===== src/rtl/assert_macros.svh =====
// shared assertion macros, clocked on the rising edge and cut off during reset
`ifndef ASSERT_MACROS_SVH
`define ASSERT_MACROS_SVH

// check on clk_i, quiet while rst_ni is low
`define RTI_ASSERT(lbl, prop, msg) \
  lbl: assert property (@(posedge clk_i) disable iff (!rst_ni) (prop)) else $error(msg);

// same check with an explicit clock and reset
`define RTI_ASSERT_CLK(lbl, clk, rstn, prop, msg) \
  lbl: assert property (@(posedge clk) disable iff (!(rstn)) (prop)) else $error(msg);

`endif


===== src/rtl/rti_pkg.sv =====
`timescale 1ns / 1ps
package rti_pkg;

  localparam int COORD_BITS = 32;
  localparam int FRAC_BITS  = 16;
  localparam int EDGE_BITS  = COORD_BITS + 1;
  localparam int ACC_BITS   = 64;
  localparam int EPS_BITS   = 16;
  localparam int UV_BITS    = FRAC_BITS + 1;
  localparam int ADDR_BITS  = 4;
  localparam int DATA_BITS  = 32;

  typedef logic signed [COORD_BITS-1:0] coord_t;
  typedef logic signed [EDGE_BITS-1:0]  edge_t;

  localparam coord_t              DIR_X_RESET = '0;
  localparam coord_t              DIR_Y_RESET = '0;
  localparam coord_t              DIR_Z_RESET = -(coord_t'(1) <<< FRAC_BITS);
  localparam logic [EPS_BITS-1:0] DET_EPS_RESET = EPS_BITS'(66);

  typedef enum logic [1:0] {
    REG_DIR_X,
    REG_DIR_Y,
    REG_DIR_Z,
    REG_DET_EPS
  } reg_idx_e;

  typedef struct packed {
    coord_t origin_x;
    coord_t origin_y;
    coord_t origin_z;
    coord_t vertex0_x;
    coord_t vertex0_y;
    coord_t vertex0_z;
    coord_t vertex1_x;
    coord_t vertex1_y;
    coord_t vertex1_z;
    coord_t vertex2_x;
    coord_t vertex2_y;
    coord_t vertex2_z;
  } in_item_t;

  typedef struct packed {
    logic               hit;
    coord_t             distance_t;
    logic [UV_BITS-1:0] bary_u;
    logic [UV_BITS-1:0] bary_v;
  } out_item_t;

  // origin offset and the two triangle edges, all relative to vertex 0
  typedef struct packed {
    edge_t sv_x;
    edge_t sv_y;
    edge_t sv_z;
    edge_t ea_x;
    edge_t ea_y;
    edge_t ea_z;
    edge_t eb_x;
    edge_t eb_y;
    edge_t eb_z;
  } edge_item_t;

  typedef struct packed {
    coord_t              dir_x;
    coord_t              dir_y;
    coord_t              dir_z;
    logic [EPS_BITS-1:0] det_epsilon;
  } cfg_t;

endpackage


===== src/rtl/rti_queue.sv =====
`timescale 1ns / 1ps
`include "assert_macros.svh"
module rti_queue import rti_pkg::*; #(
  parameter int DEPTH = 2
) (
  input  logic       clk_i,
  input  logic       rst_ni,
  input  logic       push_valid_i,
  output logic       push_stall_o,
  input  edge_item_t push_item_i,
  output logic       pop_valid_o,
  input  logic       pop_stall_i,
  output edge_item_t pop_item_o
);

  localparam int PW = (DEPTH > 1) ? $clog2(DEPTH) : 1;
  localparam int CW = $clog2(DEPTH + 1);

  edge_item_t      mem_q [DEPTH];
  logic [PW-1:0]   wr_ptr_q, rd_ptr_q;
  logic [CW-1:0]   count_q;
  logic            push, pop;

  assign push_stall_o = (count_q == CW'(DEPTH));
  assign pop_valid_o  = (count_q != '0);
  assign pop_item_o   = mem_q[rd_ptr_q];
  assign push         = push_valid_i & ~push_stall_o;
  assign pop          = pop_valid_o & ~pop_stall_i;

  always_ff @(posedge clk_i or negedge rst_ni) begin
    if (!rst_ni) begin
      wr_ptr_q <= '0;
      rd_ptr_q <= '0;
      count_q  <= '0;
    end else begin
      if (push) begin
        wr_ptr_q <= (wr_ptr_q == PW'(DEPTH - 1)) ? '0 : wr_ptr_q + PW'(1);
      end
      if (pop) begin
        rd_ptr_q <= (rd_ptr_q == PW'(DEPTH - 1)) ? '0 : rd_ptr_q + PW'(1);
      end
      if (push && !pop) begin
        count_q <= count_q + CW'(1);
      end else if (pop && !push) begin
        count_q <= count_q - CW'(1);
      end
    end
  end

  always_ff @(posedge clk_i) begin
    if (push) begin
      mem_q[wr_ptr_q] <= push_item_i;
    end
  end

  `RTI_ASSERT(a_count_bound, count_q <= CW'(DEPTH), "queue count beyond depth")
  `RTI_ASSERT(a_count_up, (push && !pop) |=> (count_q == $past(count_q) + CW'(1)),
              "queue count lost a push")

endmodule


===== config.mk =====
export PLATFORM = sky130hd
export DESIGN_NAME = rti_queue
export DESIGN_NICKNAME = d
export VERILOG_FILES = /design/src/rtl/rti_pkg.sv /design/src/rtl/rti_queue.sv
export VERILOG_INCLUDE_DIRS = /design/src /design/src/rtl
export SDC_FILE = /design/constraint.sdc
export NUM_CORES = 1
export LEC_CHECK = 0
export BUFFER_PORTS_ARGS = -buffer_cell sky130_fd_sc_hd__buf_2
export CAP_MARGIN = 20
export CELL_PAD_IN_SITES_DETAIL_PLACEMENT = 0
export CELL_PAD_IN_SITES_GLOBAL_PLACEMENT = 1
export CORE_AREA = 2 2 233 235
export DETAILED_ROUTE_END_ITERATION = 6
export DIE_AREA = 0 0 235 237
export HOLD_SLACK_MARGIN = 0.15
export PLACE_DENSITY_LB_ADDON = 0.1
export SETUP_SLACK_MARGIN = 0.1
export SYNTH_ARGS = -nofsm -noshare
export SYNTH_HDL_FRONTEND = slang
export SYNTH_SLANG_ARGS = --single-unit

===== constraint.sdc =====
create_clock -name clk_i -period 29.7 [get_ports clk_i]
set_input_delay 7.425 -clock clk_i [delete_from_list [all_inputs] [get_ports clk_i]]
set_output_delay 7.425 -clock clk_i [all_outputs]
set_load 0.05 [all_outputs]

==> results of run 1 <==
[power by group through the flow]
stage / clock (mW) / sequential (mW) / combinational [mW]
6_report: 0.731 / 1.22 / 1.46
2_1_floorplan: 0 / 1.29 / 1.19
4_1_cts: 0.754 / 1.22 / 1.48
3_3_place_gp: 0 / 1.23 / 1.48
5_1_grt: 0.789 / 1.23 / 1.52
3_5_place_dp: 0 / 1.24 / 1.48
[stage by stage]
| step | total power [mW] | hold slack, ns |
|---|---|---|
| floorplan | 2.475 | 0.4559 |
| global placement | 2.706 | 0.4856 |
| detailed placement | 2.712 | 0.4826 |
| CTS | 3.452 | 0.5029 |
| global route | 3.539 | 0.5227 |
| finish | 3.405 | 0.4965 |
[flip-flops by register name, indices dropped and copies added (netlist names)]
register,cells
wr_ptr_q,1
count_q,2
rd_ptr_q,1
mem_q,594
[synthesized netlist by cell type (all sizes together)]
| cell | number | area, sq um |
|---|---|---|
| nand2 | 1 | 3.750 |
| edfxtp | 594 | 17840 |
| inv | 2 | 7.510 |
| nor2 | 2 | 7.510 |
| xnor2 | 3 | 26.28 |
| xor2 | 2 | 17.52 |
| and3 | 1 | 6.260 |
| dfrtp | 4 | 100.1 |
| buf | 33 | 327.8 |
| ha | 1 | 12.51 |
| or2 | 1 | 6.260 |
| nand2b | 2 | 12.51 |
| mux2 | 297 | 4099 |
[final cells by class]
type | count | area, sq um | area share, %
Sequential cell | 598 | 17940 | 63.87
Inverter | 2 | 7.507 | 0.02673
Clock inverter | 34 | 182.7 | 0.6504
Clock buffer | 83 | 1737 | 6.183
Multi-Input combinational cell | 310 | 4204 | 14.97
Timing Repair Buffer | 608 | 3103 | 11.05
Antenna cell | 17 | 42.54 | 0.1515
Tap cell | 696 | 870.8 | 3.100
[routing by layer]
metal | vias to the layer above | global-route usage, % | routed length (um)
met2 | 427 | 30.61 | 26660
li1 | 5080 | - | -
met3 | 107 | 8.510 | 5618
met1 | 5590 | 20.52 | 19000
met5 | - | 0 | 153
met4 | 24 | 7.250 | 1448
[critical path: stages, from the launching register on]
cell     delay (ns)
dfrtp_4        1.08
buf_4          0.86
buf_4          0.94
mux2_2         0.43
buf_2          0.21
[cells in the final DEF (no fill, tap or decap), drive strengths merged]
| master | count |
|---|---|
| inv | 5 |
| dfrtp | 4 |
| edfxtp | 594 |
| bufinv | 1 |
| xnor2 | 3 |
| ha | 1 |
| diode | 17 |
| and3 | 1 |
| clkinv | 29 |
| nand2b | 2 |
| or2 | 1 |
| nor2 | 2 |
| buf | 608 |
| clkbuf | 83 |
| nand2 | 1 |
| clkinvlp | 1 |
| xor2 | 2 |
| mux2 | 297 |
[kinds of logic after synthesis]
group / count (synthesis)
xor+xnor: 5
simple gates: 7
mux: 297
flops: 598
fa+ha+maj: 1
buf+inv: 35
[final timing paths]
kind | to | cells past startpoint | startpoint
max | pop_item_o[276] | 4 | rd_ptr_q
min | count_q[1] | 1 | count_q[1]
max reg2reg | mem_q[1][109] | 5 | count_q[0]
min reg2reg | count_q[1] | 1 | count_q[1]
max in group asynchronous | rd_ptr_q | 1 | rst_ni
min in group asynchronous | wr_ptr_q | 1 | rst_ni
==> metrics, run 1 <==
final worst slack=18.06 ns; TritonCTS clock tree=yes; Starting Density=42.16%; share of layout cells above drive strength 1=60.49%; pin count of the biggest net entering global routing=165; crit path kind=register to output pin; Cell variety after synth=15; worst slew pin tran=1.109 ns; Crit. End Element=output pin; total clock sinks=598; final cell count without fillers=2348; H-tree depth=3; Final ANT Viol Nets=0; Chip Height=237 um; Switching Share=41.19%; Bufs on Longest Clock Path=3; Post-Synth XOR/XNOR Area=0.1949%; area delta synth->final=25.04%; final wirelength=52880 um; number of I/O port buffers=599; Cell Pwr Density=121.2 nW/um^2; Mapped Avg Cell Area=23.82 sq um; I/O pin total=600; initial DRC count=665; Worst Skew=0.02230 ns; Int Pwr=2.003 mW; Nets=1888; status=completed; TritonCTS Buffers=66; placed instance count=2214; Seq pwr share=35.7%; combinational power share=42.8%; Peak VDD IR=0.00006510 V; drt via density=4.782; first-pass GRT wire length=74680 um; Util after Layout=52.72%; worst skew pair latency=0.58 ns; worst path arrival time=4.21 ns; Resized cells post-CTS=0; gr usage total=18.39%; Routed WL per cell=22.52 um; WP data required=22.27 ns; Gate Count Post-Synth=943; Layout fillers=4437; antenna violations before repair=26; Final Hold Viols=0; worst slack, placed=18.45 ns; GRT overflow=0; Critical Path Source Type=register; clock root buffer=clkbuf_16; sequential share of the synthesized area=79.85%; Clock power frac=21.5%; via count=11230; routability cong.=0.7868; Chip Width=235 um; Tcrit/Tclk final=39.18%; Post-Synth Simple-Gate Area=0.1615%; NetSw=1.403 mW; Hold Buf Count CTS=0; Synth Net Count=1245; slack of the worst reg-to-reg path=25.49 ns; minimum clock period=11.64 ns; largest family of logic cells by synthesized area=multiplexers; Max-Cap Viols=0; Compound-Gate Fraction of Synth Area=0%; postcts setup bufs=0; Worst slew margin=26.05%; drt drc=0; synthesized-area fraction occupied by adder cells=0.05570%; first-pass iteration count of the detailed router=4; hold crit path type=register to register; row count=85; Seq cells post-synth=598; mux cell area share after synthesis=18.25%; Setup TNS=0 ns; Core ar.=53280 sq um; fin area=28090 sq um; fmax=0.08595 GHz; die area=55700 sq um; Post-DP HPWL=36590 um; Mapped Area=22460 sq um; RSZ-0062 raised after global routing=false; # setup viols final=0; CP Max Fanout=63; vias in the first global route=11550; DP Area=26130 sq um; max-slew violations=0; Yosys warning total=0; Leak=11.00 nW; clock-pin slew on the worst setup and hold paths=0.05 ns
(Power assumes the default switching activity.)
==> run 2: changes to the inputs <==
CORE_AREA = default   (was 2 2 233 235)
CORE_MARGIN = 2   (was default)
CORE_UTILIZATION = 40   (was default)
DIE_AREA = default   (was 0 0 235 237)
clock period = 9.7 ns   (was 29.7 ns; I/O delays follow)
==> run 2 against run 1 <==
Net effect: final cell count is 1.8% higher; sequential share of layout area hardly changed; global-route usage shrank 1.2 points; critical endpoint is now pop_item_o[161]; die area up 4.3%; flip-flop and latch count unchanged; combinational power grew to 3.1 times the previous value; largest power group unchanged; worst hold slack improved by 0.028 ns; register-to-register slack worse by 19 ns; routed wire length down 1.1%; critical path type unchanged; clock power increased to 3.0 times the previous value.
==> metrics, run 2 (synthesis gave the netlist of run 1 again) <==
via count=11100 (-1.1%); Worst Skew=0.01893 ns (-0.003371 ns); share of layout cells above drive strength 1=60.52% (about the same); Chip Height=241.0 um (+1.7%); H-tree depth=2 (-1); commonest non-fill, non-tap cell in the layout=buf_2; Cell Pwr Density=368.2 nW/um^2 (+200%); Leak=10.98 nW (-0.18%); Post-DP HPWL=35980 um (-1.7%); antenna violations before repair=28 (+7.7%); CP endpoint=pop_item_o[161]; Resized cells post-CTS=0 (unchanged); gr usage total=17.19% (-1.2 points); I/O pin total=600 (unchanged); clock-pin slew on the worst setup and hold paths=0.06 ns (about the same); placed instance count=2265 (+2.3%); TritonCTS Buffers=61 (-7.6%); worst slew pin tran=1.107 ns (-0.002443 ns); Critical Path Source Type=register; r2r worst-path depth=4 (-1); Layout fillers=4677 (+5.4%); Crit. End Element=output pin; multi-input logic area=4204 sq um (unchanged); Hold Buf Count CTS=0 (unchanged); vias in the first global route=11320 (-2.1%); Switching Share=41.13% (-0.056 points); status=completed; slack of the worst reg-to-reg path=6.55 ns (-18.94 ns); final cell count without fillers=2391 (+1.8%); clock root buffer=clkbuf_16; Top Registers=mem_q (594), count_q (2); final wirelength=52310 um (-1.1%); max-slew violations=0 (unchanged); Seq pwr share=35.8% (about the same); worst skew pair latency=0.61 ns (+0.03 ns); Nets=1882 (-0.32%); CP Max Fanout=127 (+100%); RSZ-0062 raised after global routing=false; crit path kind=register to output pin; minimum clock period=5.444 ns; fmax=0.1837 GHz; postcts setup bufs=0 (unchanged); combinational power share=43.2% (+0.4 points); hold crit path type=register to register; initial DRC count=506 (-24%); # setup viols final=0 (unchanged); Max-Cap Viols=0 (unchanged); drt via density=4.642 (-2.9%); Chip Width=241.0 um (+2.5%); sequential cell area=17940 sq um (unchanged); overall power=10.34 mW (+200%); Final ANT Viol Nets=0 (unchanged); Largest register FFs=594 (unchanged); GRT overflow=0 (unchanged); crit path from=rd_ptr_q; first-pass GRT wire length=72140 um (-3.4%); routability cong.=0.7525 (-4.4%); Clock power frac=21.0% (-0.5 points); Worst slew margin=26.21% (+0.16 points); worst path arrival time=3.02 ns (-1.19 ns); Core ar.=55310 sq um (+3.8%); row count=86 (+1.2%); number of I/O port buffers=599 (unchanged); Bufs on Longest Clock Path=3 (unchanged); Util after Layout=50.80% (-1.9 points); die area=58070 sq um (+4.3%); FF-to-FF Start=count_q[0]; Int Pwr=6.090 mW (+200%); Starting Density=40.62% (-1.5 points); total clock sinks=598 (unchanged); Peak VDD IR=0.0003757 V (+480%); area delta synth->final=25.07% (about the same); first-pass iteration count of the detailed router=4 (unchanged); Routed WL per cell=21.88 um (-2.8%); Biggest register=mem_q; r2r endpoint=mem_q[1][188]; Tcrit/Tclk final=56.13%; Final Hold Viols=0 (unchanged); pin count of the biggest net entering global routing=184 (+12%); Setup TNS=0 ns (unchanged); worst hold slack=0.5241 ns (+0.02763 ns); WP data required=7.28 ns (-14.99 ns); NetSw=4.255 mW (+200%); commonest cells after routing, fill and taps aside=buf_2, edfxtp_1, mux2_4; TritonCTS clock tree=yes; drt drc=0 (unchanged)
-- run 2: metrics by stage --
step | worst slack, ns | cell area, sq um
after detailed placement | 4.612 | 26200
after global routing | 4.088 | 28090
after CTS | 4.147 | 28070
after floorplan | 2.318 | 22470
after global placement | 4.599 | 26200
final | 4.256 | 28100
-- run 2: worst max-delay path, stage by stage (launching register included) --
cell and delay (ns):
dfrtp_4 0.91, buf_12 0.71, mux2_4 0.29, buf_2 0.29
-- run 2: worst min path at each step --
stage | start | to | slack (ns) | cells past startpoint
after floorplan | count_q[1] | count_q[1] | 0.46 | 1
after global placement | count_q[1] | count_q[1] | 0.48 | 1
after detailed placement | count_q[1] | count_q[1] | 0.50 | 1
after CTS | count_q[1] | count_q[1] | 0.53 | 1
after global routing | count_q[1] | count_q[1] | 0.55 | 1
final | count_q[1] | count_q[1] | 0.52 | 1
-- run 2: cell type report --
type                            instances  share of cell area [%]
Sequential cell                       598                   63.86
Multi-Input combinational cell        310                   14.96
Antenna cell                           12                  0.1069
Tap cell                              748                   3.331
Inverter                                2                 0.02672
Clock inverter                         26                  0.4943
Clock buffer                           88                   6.159
Timing Repair Buffer                  607                   11.06
-- run 2: metal layers --
layer / part of all wire (%) / track usage (%)
met2: 50 / 28.94
met3: 10 / 7.858
met1: 37 / 19.18
met5: 0.37 / 0
met4: 2.4 / 6.210
-- run 2: power groups by stage --
stage / sequential (mW) / clock [mW] / combinational, mW
after floorplan: 3.77 / 0 / 3.64
after global placement: 3.73 / 0 / 4.55
after detailed placement: 3.76 / 0 / 4.54
after CTS: 3.71 / 2.25 / 4.54
after global routing: 3.75 / 2.35 / 4.67
final: 3.70 / 2.17 / 4.47
